File: src/sv/rse_pkg.sv
package rse_pkg;

  localparam int SENSOR_COUNT = 4;
  localparam int SENSOR_W     = 16;
  localparam int SEL_W        = 2;
  localparam int MINUTE_W     = 11;
  localparam int PERIOD_W     = 16;
  localparam int RULE_W       = 18;
  localparam int WINDOW_W     = 22;
  localparam int CFG_DATA_W   = 22;
  localparam int CFG_INDEX_W  = 3;
  // Elapsed seconds inside the window stay below 2^17 (1923 minutes * 60 + 63).
  localparam int ELAPSED_W    = 17;
  localparam int SECONDS_PER_MINUTE = 60;

  localparam logic [1:0] RELAY_NONE   = 2'd0;
  localparam logic [1:0] RELAY_OPEN   = 2'd1;
  localparam logic [1:0] RELAY_CLOSED = 2'd2;

  typedef enum logic [2:0] {
    MODE_MANUAL        = 3'd0,
    MODE_WINDOW        = 3'd1,
    MODE_REPEAT        = 3'd2,
    MODE_RANGE         = 3'd3,
    MODE_THRESHOLD     = 3'd4,
    MODE_THRESH_REPEAT = 3'd5
  } mode_t;

  typedef enum logic [2:0] {
    CFG_MODE          = 3'd0,
    CFG_WINDOW        = 3'd1,
    CFG_PHASE_ONE     = 3'd2,
    CFG_PHASE_TWO     = 3'd3,
    CFG_RULE_A        = 3'd4,
    CFG_RULE_B        = 3'd5,
    CFG_SENSOR_SELECT = 3'd6,
    CFG_STATE_BITS    = 3'd7
  } cfg_reg_t;

  typedef struct packed {
    logic                                 time_valid;
    logic [4:0]                           hour;
    logic [5:0]                           minute;
    logic [5:0]                           second;
    logic [SENSOR_COUNT-1:0][SENSOR_W-1:0] sensor;
  } sample_t;

  typedef struct packed {
    logic [2:0]          mode;
    logic [MINUTE_W-1:0] win_start;
    logic [MINUTE_W-1:0] win_end;
    logic [PERIOD_W-1:0] phase_one;
    logic [PERIOD_W-1:0] period;
    logic [RULE_W-1:0]   rule_a;
    logic [RULE_W-1:0]   rule_b;
    logic [SEL_W-1:0]    sensor_select;
    logic [2:0]          state_bits;
  } cfg_t;

  // Work item that travels down the remainder chain.
  typedef struct packed {
    logic [1:0]           relay;
    logic                 bad_period;
    logic                 use_repeat;
    logic [ELAPSED_W-1:0] dividend;
    logic [PERIOD_W-1:0]  rem;
  } item_t;

  function automatic logic [1:0] bit_state(input logic b);
    return b ? RELAY_CLOSED : RELAY_OPEN;
  endfunction

endpackage

File: src/sv/rse_if.sv
interface rse_sample_if;
  import rse_pkg::*;
  logic                       valid;
  logic                       ready;
  logic                       time_valid;
  logic [4:0]                 hour;
  logic [5:0]                 minute;
  logic [5:0]                 second;
  logic signed [SENSOR_W-1:0] sensor_reading_0;
  logic signed [SENSOR_W-1:0] sensor_reading_1;
  logic signed [SENSOR_W-1:0] sensor_reading_2;
  logic signed [SENSOR_W-1:0] sensor_reading_3;

  modport source (output valid, time_valid, hour, minute, second, sensor_reading_0,
                  sensor_reading_1, sensor_reading_2, sensor_reading_3, input ready);
  modport sink (input valid, time_valid, hour, minute, second, sensor_reading_0,
                sensor_reading_1, sensor_reading_2, sensor_reading_3, output ready);
endinterface

interface rse_result_if;
  logic       valid;
  logic       ready;
  logic [1:0] relay_state;
  logic       bad_period;

  modport source (output valid, relay_state, bad_period, input ready);
  modport sink (input valid, relay_state, bad_period, output ready);
endinterface

File: src/sv/rse_front.sv
module rse_front (
  input  rse_pkg::sample_t sample,
  input  rse_pkg::cfg_t    cfg,
  output rse_pkg::item_t   item
);
  import rse_pkg::*;

  logic [MINUTE_W-1:0]  cur_minute;
  logic                 in_window;
  logic                 sel_ok;
  logic [SENSOR_W-1:0]  reading;
  logic                 a_holds;
  logic                 b_holds;
  logic [MINUTE_W-1:0]  minute_diff;
  logic [ELAPSED_W-1:0] elapsed;
  logic                 repeat_ok;

  function automatic logic rule_holds(input logic [RULE_W-1:0] rule,
                                      input logic [SENSOR_W-1:0] value,
                                      input logic ok);
    logic lt;
    logic gt;
    lt = $signed(value) < $signed(rule[SENSOR_W-1:0]);
    gt = $signed(value) > $signed(rule[SENSOR_W-1:0]);
    return ok && (rule[16] ? lt : gt);
  endfunction

  assign cur_minute = MINUTE_W'(sample.hour * SECONDS_PER_MINUTE) + MINUTE_W'(sample.minute);
  assign in_window  = (cfg.win_start <= cur_minute) && (cur_minute <= cfg.win_end);
  assign repeat_ok  = sample.time_valid && in_window;

  assign sel_ok  = 32'(cfg.sensor_select) < SENSOR_COUNT;
  assign reading = sample.sensor[cfg.sensor_select];
  assign a_holds = rule_holds(cfg.rule_a, reading, sel_ok);
  assign b_holds = rule_holds(cfg.rule_b, reading, sel_ok);

  assign minute_diff = cur_minute - cfg.win_start;
  assign elapsed     = ELAPSED_W'(minute_diff * SECONDS_PER_MINUTE) + ELAPSED_W'(sample.second);

  always_comb begin
    item.relay      = RELAY_NONE;
    item.bad_period = 1'b0;
    item.use_repeat = 1'b0;
    item.dividend   = elapsed;
    item.rem        = '0;
    case (cfg.mode)
      MODE_MANUAL: begin
        item.relay = bit_state(cfg.state_bits[0]);
      end
      MODE_WINDOW: begin
        if (repeat_ok) begin
          item.relay = bit_state(cfg.state_bits[0]);
        end
      end
      MODE_REPEAT, MODE_THRESH_REPEAT: begin
        // In the gated form the first rule only opens the gate; its target is unused.
        if (repeat_ok && (cfg.mode == MODE_REPEAT || a_holds)) begin
          if (cfg.period == '0) begin
            item.bad_period = 1'b1;
          end else begin
            item.use_repeat = 1'b1;
          end
        end
      end
      MODE_RANGE: begin
        if (a_holds) begin
          item.relay = bit_state(cfg.rule_a[17]);
        end else if (b_holds) begin
          item.relay = bit_state(cfg.rule_b[17]);
        end
      end
      MODE_THRESHOLD: begin
        if (a_holds) begin
          item.relay = bit_state(cfg.rule_a[17]);
        end
      end
      default: begin
        item.relay = RELAY_NONE;
      end
    endcase
  end

endmodule

File: src/sv/rse_mod_cell.sv
module rse_mod_cell (
  input  logic                             clk,
  input  logic                             rst,
  input  logic [rse_pkg::PERIOD_W-1:0]     period,
  input  logic                             prev_valid,
  input  rse_pkg::item_t                   prev_item,
  output logic                             take,
  input  logic                             next_take,
  output logic                             valid,
  output rse_pkg::item_t                   item
);
  import rse_pkg::*;

  logic [PERIOD_W:0] shifted;
  logic [PERIOD_W:0] reduced;
  item_t             item_next;

  // The cell loads whenever it is empty or its content moves on.
  assign take = !valid || next_take;

  // One restoring step: bring in the next dividend bit, subtract the period if it fits.
  assign shifted = {prev_item.rem, prev_item.dividend[ELAPSED_W-1]};
  assign reduced = (shifted >= {1'b0, period}) ? shifted - {1'b0, period} : shifted;

  always_comb begin
    item_next          = prev_item;
    item_next.rem      = reduced[PERIOD_W-1:0];
    item_next.dividend = {prev_item.dividend[ELAPSED_W-2:0], 1'b0};
  end

  always_ff @(posedge clk) begin
    if (rst) begin
      valid <= 1'b0;
    end else if (take) begin
      valid <= prev_valid;
    end
  end

  always_ff @(posedge clk) begin
    if (take) begin
      item <= item_next;
    end
  end

endmodule

File: src/sv/relay_schedule_evaluator.sv
// Relay schedule evaluator.
// The sample channel carries one time of day with its valid flag and four sensor
// readings per transaction; the result channel returns one relay state and a
// bad-period flag for every sample, in order. Both use valid/ready handshakes.
// Rules are set through the write port (cfg_we, cfg_index, cfg_data) while no
// sample is in flight.
// The sample is decoded as it enters the first cell, and the elapsed seconds are
// reduced modulo the repeat period in a chain of 17 remainder cells, one dividend
// bit per cell, followed by the output register. One sample is accepted every
// cycle while the chain has room, that is while sample ready is high.
// Every stage advances when it is empty or when its successor moves, so bubbles
// collapse and the block keeps accepting samples while a result waits. When the
// receiver stalls, the chain fills and sample ready falls only once all 18 stages
// hold data. Reset empties the chain and clears every rule register to zero.
module relay_schedule_evaluator (
  input  logic                             clk,
  input  logic                             rst,
  rse_sample_if.sink                       sample,
  rse_result_if.source                     result,
  input  logic                             cfg_we,
  input  logic [rse_pkg::CFG_INDEX_W-1:0]  cfg_index,
  input  logic [rse_pkg::CFG_DATA_W-1:0]   cfg_data
);
  import rse_pkg::*;

  localparam int CELLS = ELAPSED_W;

  logic [2:0]          mode;
  logic [WINDOW_W-1:0] window_minutes;
  logic [PERIOD_W-1:0] phase_one_seconds;
  logic [PERIOD_W-1:0] phase_two_seconds;
  logic [RULE_W-1:0]   rule_a;
  logic [RULE_W-1:0]   rule_b;
  logic [SEL_W-1:0]    sensor_select;
  logic [2:0]          state_bits;

  cfg_t    cfg;
  sample_t sample_data;
  item_t   front_item;

  logic  cell_valid [CELLS];
  item_t cell_item  [CELLS];
  logic  cell_take  [CELLS+1];

  logic       out_valid;
  logic [1:0] relay_state;
  logic       bad_period;
  logic [1:0] relay_next;
  item_t      last_item;

  always_ff @(posedge clk) begin
    if (rst) begin
      mode              <= '0;
      window_minutes    <= '0;
      phase_one_seconds <= '0;
      phase_two_seconds <= '0;
      rule_a            <= '0;
      rule_b            <= '0;
      sensor_select     <= '0;
      state_bits        <= '0;
    end else if (cfg_we) begin
      case (cfg_index)
        CFG_MODE:          mode              <= cfg_data[2:0];
        CFG_WINDOW:        window_minutes    <= cfg_data[WINDOW_W-1:0];
        CFG_PHASE_ONE:     phase_one_seconds <= cfg_data[PERIOD_W-1:0];
        CFG_PHASE_TWO:     phase_two_seconds <= cfg_data[PERIOD_W-1:0];
        CFG_RULE_A:        rule_a            <= cfg_data[RULE_W-1:0];
        CFG_RULE_B:        rule_b            <= cfg_data[RULE_W-1:0];
        CFG_SENSOR_SELECT: sensor_select     <= cfg_data[SEL_W-1:0];
        CFG_STATE_BITS:    state_bits        <= cfg_data[2:0];
        default: begin
        end
      endcase
    end
  end

  always_comb begin
    cfg.mode          = mode;
    cfg.win_start     = window_minutes[2*MINUTE_W-1:MINUTE_W];
    cfg.win_end       = window_minutes[MINUTE_W-1:0];
    cfg.phase_one     = phase_one_seconds;
    cfg.period        = phase_one_seconds + phase_two_seconds;
    cfg.rule_a        = rule_a;
    cfg.rule_b        = rule_b;
    cfg.sensor_select = sensor_select;
    cfg.state_bits    = state_bits;
  end

  always_comb begin
    sample_data.time_valid = sample.time_valid;
    sample_data.hour       = sample.hour;
    sample_data.minute     = sample.minute;
    sample_data.second     = sample.second;
    sample_data.sensor[0]  = sample.sensor_reading_0;
    sample_data.sensor[1]  = sample.sensor_reading_1;
    sample_data.sensor[2]  = sample.sensor_reading_2;
    sample_data.sensor[3]  = sample.sensor_reading_3;
  end

  rse_front u_front (
    .sample (sample_data),
    .cfg    (cfg),
    .item   (front_item)
  );

  for (genvar i = 0; i < CELLS; i++) begin : g_cell
    if (i == 0) begin : g_first
      rse_mod_cell u_cell (
        .clk        (clk),
        .rst        (rst),
        .period     (cfg.period),
        .prev_valid (sample.valid),
        .prev_item  (front_item),
        .take       (cell_take[0]),
        .next_take  (cell_take[1]),
        .valid      (cell_valid[0]),
        .item       (cell_item[0])
      );
    end else begin : g_rest
      rse_mod_cell u_cell (
        .clk        (clk),
        .rst        (rst),
        .period     (cfg.period),
        .prev_valid (cell_valid[i-1]),
        .prev_item  (cell_item[i-1]),
        .take       (cell_take[i]),
        .next_take  (cell_take[i+1]),
        .valid      (cell_valid[i]),
        .item       (cell_item[i])
      );
    end
  end

  assign sample.ready     = cell_take[0];
  assign cell_take[CELLS] = !out_valid || result.ready;

  assign last_item = cell_item[CELLS-1];

  always_comb begin
    relay_next = last_item.relay;
    if (last_item.use_repeat) begin
      relay_next = (last_item.rem < phase_one_seconds) ? bit_state(state_bits[1])
                                                      : bit_state(state_bits[2]);
    end
  end

  always_ff @(posedge clk) begin
    if (rst) begin
      out_valid <= 1'b0;
    end else if (cell_take[CELLS]) begin
      out_valid <= cell_valid[CELLS-1];
    end
  end

  always_ff @(posedge clk) begin
    if (cell_take[CELLS]) begin
      relay_state <= relay_next;
      bad_period  <= last_item.bad_period;
    end
  end

  assign result.valid       = out_valid;
  assign result.relay_state = relay_state;
  assign result.bad_period  = bad_period;

  // A zero period never comes with a decision.
  a_bad_is_none: assert property (@(posedge clk) disable iff (rst)
    out_valid && bad_period |-> relay_state == RELAY_NONE)
    else $error("bad period flagged with a relay decision");

  // Only the three defined relay codes leave the block.
  a_relay_code: assert property (@(posedge clk) disable iff (rst)
    out_valid |-> relay_state != 2'd3)
    else $error("undefined relay code on result");

  // Sample ready falls only when the whole chain is full behind a stalled receiver.
  a_ready_full: assert property (@(posedge clk) disable iff (rst)
    !sample.ready |-> out_valid && !result.ready && cell_valid[0] && cell_valid[CELLS-1])
    else $error("sample ready low with room in the chain");

  // A repeat item always carries a nonzero period and no bad flag.
  a_repeat_period: assert property (@(posedge clk) disable iff (rst)
    cell_valid[CELLS-1] && last_item.use_repeat |-> !last_item.bad_period && cfg.period != '0)
    else $error("repeat item with a zero period");

  // The chain is empty right after reset.
  a_reset_empty: assert property (@(posedge clk)
    rst |=> !out_valid && !cell_valid[0])
    else $error("chain not empty after reset");

endmodule

File: src/flat_wrapper.sv
// flat-port wrapper written by rule: the top's interface ports become plain ports
module relay_schedule_evaluator_flat import rse_pkg::*;
  (clk, rst, cfg_we, cfg_index, cfg_data, sample_valid, sample_time_valid, sample_hour, sample_minute, sample_second, sample_sensor_reading_0, sample_sensor_reading_1, sample_sensor_reading_2, sample_sensor_reading_3, sample_ready, result_valid, result_relay_state, result_bad_period, result_ready);
  rse_sample_if sample_i ();
  rse_result_if result_i ();
  input  logic clk;
  input  logic rst;
  input  logic cfg_we;
  input  logic [rse_pkg::CFG_INDEX_W-1:0] cfg_index;
  input  logic [rse_pkg::CFG_DATA_W-1:0] cfg_data;
  input wire logic [$bits(sample_i.valid)-1:0] sample_valid;
  input wire logic [$bits(sample_i.time_valid)-1:0] sample_time_valid;
  input wire logic [$bits(sample_i.hour)-1:0] sample_hour;
  input wire logic [$bits(sample_i.minute)-1:0] sample_minute;
  input wire logic [$bits(sample_i.second)-1:0] sample_second;
  input wire logic [$bits(sample_i.sensor_reading_0)-1:0] sample_sensor_reading_0;
  input wire logic [$bits(sample_i.sensor_reading_1)-1:0] sample_sensor_reading_1;
  input wire logic [$bits(sample_i.sensor_reading_2)-1:0] sample_sensor_reading_2;
  input wire logic [$bits(sample_i.sensor_reading_3)-1:0] sample_sensor_reading_3;
  output wire logic [$bits(sample_i.ready)-1:0] sample_ready;
  output wire logic [$bits(result_i.valid)-1:0] result_valid;
  output wire logic [$bits(result_i.relay_state)-1:0] result_relay_state;
  output wire logic [$bits(result_i.bad_period)-1:0] result_bad_period;
  input wire logic [$bits(result_i.ready)-1:0] result_ready;
  assign sample_i.valid = sample_valid;
  assign sample_i.time_valid = sample_time_valid;
  assign sample_i.hour = sample_hour;
  assign sample_i.minute = sample_minute;
  assign sample_i.second = sample_second;
  assign sample_i.sensor_reading_0 = sample_sensor_reading_0;
  assign sample_i.sensor_reading_1 = sample_sensor_reading_1;
  assign sample_i.sensor_reading_2 = sample_sensor_reading_2;
  assign sample_i.sensor_reading_3 = sample_sensor_reading_3;
  assign sample_ready = sample_i.ready;
  assign result_valid = result_i.valid;
  assign result_relay_state = result_i.relay_state;
  assign result_bad_period = result_i.bad_period;
  assign result_i.ready = result_ready;
  relay_schedule_evaluator u_core (.clk(clk), .rst(rst), .sample(sample_i), .result(result_i), .cfg_we(cfg_we), .cfg_index(cfg_index), .cfg_data(cfg_data));
endmodule
File: config.mk
export PLATFORM = sky130hd
export DESIGN_NAME = relay_schedule_evaluator_flat
export DESIGN_NICKNAME = d
export VERILOG_FILES = /design/src/sv/rse_pkg.sv /design/src/sv/rse_if.sv /design/src/sv/rse_front.sv /design/src/sv/rse_mod_cell.sv /design/src/sv/relay_schedule_evaluator.sv /design/src/flat_wrapper.sv
export SDC_FILE = /design/constraint.sdc
export NUM_CORES = 1
export LEC_CHECK = 0
export ABC_CLOCK_PERIOD_IN_PS = 11550
export BUFFER_PORTS_ARGS = -buffer_cell sky130_fd_sc_hd__buf_2
export CORE_MARGIN = 10
export CORE_UTILIZATION = 50
export CTS_CLUSTER_DIAMETER = 200
export DETAILED_ROUTE_END_ITERATION = 6
export PLACE_DENSITY_LB_ADDON = 0.12
export SLEW_MARGIN = 30
export SYNTH_ARGS = -nofsm -noshare
export SYNTH_HDL_FRONTEND = slang
export SYNTH_SLANG_ARGS = --single-unit
File: constraint.sdc
create_clock -name clk -period 11.55 [get_ports clk]
set_input_delay 1.155 -clock clk [delete_from_list [all_inputs] [get_ports clk]]
set_output_delay 1.155 -clock clk [all_outputs]
set_load 0.01 [all_outputs]
==> flow_metrics.py <==
metrics = {
    "run_status": {
        "status": "completed",
    },
    "logic_synthesis": {
        "syn_area_mm2": 0.0376,
        "synth_top_family_by_area": "adder cells",
        "yosysWarnings": 0,
        "synth-seq-cells": 595,
        "synth_nets": 4096,
        "synthMuxAreaShare_pct": 6.13,
        "ys_seq_area_share_pct": 44.4,
        "synthSimpleGateAreaFrac_pct": 11.8,
        "postSynth.asyncResetShare_pct": 0,
        "synthXorXnorAreaFrac_pct": 5.91,
        "ys_types": 72,
        "syn_inst": 3562,
        "ys.flop_type": "edfxtp_1",
        "syn_area_per_cell_um2": 10.6,
        "synth-compound-area-share_pct": 13.5,
        "synthAdderAreaFrac_pct": 14.9,
        "synth-edff-count": 479,
    },
    "clock_tree": {
        "cts_tree": "built",
        "ctsResizeCount": 0,
        "h-tree-depth": 3,
        "postCtsSetupRepairBufs": 0,
        "cts_buffer_depth": 3,
        "cts_root_buf": "clkbuf_16",
        "clk_pin_slew_worst_paths_ns": 0.06,
        "cts_hold_buf": 0,
        "worst_skew_pair.late_latency_ns": 0.62,
        "cts_made_buffers": 68,
        "cts_sinks": 595,
    },
    "critical_path": {
        "worstPathArrival_ns": 9.31,
        "max_stage_delay_ns": 0.57,
        "r2r_start": "u_core.window_minutes[11]",
        "path_class": "primary input to register",
        "cp-end-kind": "register",
        "cp.required_ns": 11.86,
        "cp-start-kind": "primary input",
        "crit_fanout": 11,
        "critical_path.most_common_cell": "ha_1",
        "cp_slowest_cell": "a21oi_1",
        "setup.worst_path.start": "sample_hour[0]",
    },
    "drt": {
        "drc": 0,
        "routedWlPerCell_um": 18.5,
        "drtIter0Drc": 1547,
        "drt_pre_antenna_iters": 5,
        "wl_um": 87400,
        "num_vias": 26500,
        "viasPerCell": 5.61,
        "drt.antenna.violating_nets": 0,
    },
    "floorplan": {
        "dieArea_mm2": 0.0867,
        "io_pins": 117,
        "core_area_mm2": 0.0746,
        "dieHeight_um": 294,
        "rows": 100,
        "die_w_um": 294,
        "initial_core_util_pct": 50.5,
    },
    "global_route": {
        "grt_pass1_vias": 25700,
        "grt_first_pass_wirelength_um": 138000,
        "grt_max_degree": 84,
        "antenna_found_initial": 1,
        "grt-ovfl-total": 0,
        "grt_usage_pct": 19.9,
    },
    "timing": {
        "worst_pin_slew_ns": 0.959,
        "period_needed_ns": 9.01,
        "skew_ns": 0.0263,
        "max-slew-margin-rel_pct": 36.1,
        "hold_viol_final": 0,
        "final-setup-viol-count": 0,
        "fin_setup_tns_ns": 0,
        "clock.fmax_mhz": 111,
        "whs_ns": 0.402,
        "maxSlewViolCount": 0,
        "rsz0062_at_grt": "false",
        "timing.final.crit_share_pct": 78.0,
    },
    "placement": {
        "hpwl_um": 64100,
        "gp_congestion": 0.846,
        "dpl-instance-area_mm2": 0.0395,
        "port-buffer-count": 116,
    },
    "hold_path": {
        "hp-start": "u_core.g_cell[12].g_rest.u_cell.item[36]",
        "min_path_type": "register to register",
    },
    "cells_and_area": {
        "layout.nets": 4237,
        "drive_above_1_share_pct": 13.2,
        "fin_area_mm2": 0.0418,
        "final_util_pct": 56.1,
        "layout_common_cells": "479 x edfxtp_1, 379 x ha_1, 367 x a21oi_1",
        "final_common_cell": "edfxtp_1",
        "fillers": 6550,
        "antenna_cells": 0,
        "syn2layout_area_growth_pct": 11.1,
    },
    "run": {
        "cap_violations": 0,
    },
}
==> per-stage QoR <==
stage               std cells  worst slack [ns]
floorplan                3562              2.68
global placement         4602              1.99
detailed placement       4602              1.94
CTS                      4728              2.57
global route             4728              1.91
finish                   4728              2.54
==> registers in the layout (all words and copies together) (netlist names) <==
register / flops
u_core.g_cell.g_rest.u_cell.item: 440
u_core.g_cell.g_first.u_cell.item: 36
u_core.window_minutes: 22
u_core.rule_a: 18
u_core.rule_b: 18
u_core.g_cell.g_rest.u_cell.valid: 16
u_core.phase_one_seconds: 16
u_core.phase_two_seconds: 16
u_core.mode: 3
u_core.state_bits: 3
u_core.result.relay_state: 2
u_core.sensor_select: 2
u_core.g_cell.g_first.u_cell.valid: 1
u_core.result.bad_period: 1
u_core.result.valid: 1
==> area by class of cell <==
cell class | count | area, µm² | share of cell area, %
Inverter | 248 | 931 | 2.23
Clock inverter | 39 | 407 | 0.973
Multi-Input combinational cell | 2636 | 19800 | 47.4
Timing Repair Buffer | 154 | 868 | 2.08
Clock buffer | 87 | 1870 | 4.47
Tap cell | 969 | 1210 | 2.90
Sequential cell | 595 | 16700 | 40.0
==> metal layers <==
metal  part of all wire, %  routed length, µm  GRT usage, %
met2                    48              41800          33.0
met3                   3.7               3260          2.54
met5                0.0080                  7             0
met1                    46              40200          26.9
met4                   2.5               2210          5.68
==> cell usage after synthesis (62+ instances only) <==
library cell  count  area (µm²)
nand2_1         309        1160
nor2_1          229         860
xor2_1           95         832
inv_1           247         927
ha_1            379        4740
a21o_1          104         781
dfxtp_1         116        2320
nor2b_1          62         388
mux2_2          156        1760
o21ai_0         132         661
edfxtp_1        479       14400
xnor2_1         159        1390
nand3_1          63         315
a21oi_1         369        1850
clkbuf_1         65         244
==> worst max-delay path, delay by kind of cell <==
| kind | cells | cell delay, ns |
|---|---|---|
| adder cells (fa/ha/maj) | 9 | 3.32 |
| AND/OR/NAND/NOR | 7 | 1.15 |
| XOR/XNOR | 5 | 1.14 |
| AO/OA/AOI/OAI | 7 | 2.17 |
| buffers and inverters | 4 | 0.34 |
==> logic make-up after synthesis <==
kind of cell,count (synthesis)
AO/OA/AOI/OAI,832
XOR/XNOR,254
adder cells (fa/ha/maj),423
buffers and inverters,331
flip-flops,595
multiplexers,191
AND/OR/NAND/NOR,936
==> worst paths after layout <==
check,to,slack [ns],cells past startpoint
hold reg to reg,u_core.g_cell[13].g_rest.u_cell.item[36],0.40,0
hold / removal,u_core.g_cell[13].g_rest.u_cell.item[36],0.40,0
setup reg to reg,u_core.g_cell[0].g_first.u_cell.item[9],4.76,25
setup / recovery,u_core.g_cell[0].g_first.u_cell.item[9],2.54,32
Power is left out: the tool's default activity adds up to more than one toggle a clock period on the data nets, which glitch-free logic cannot reach.
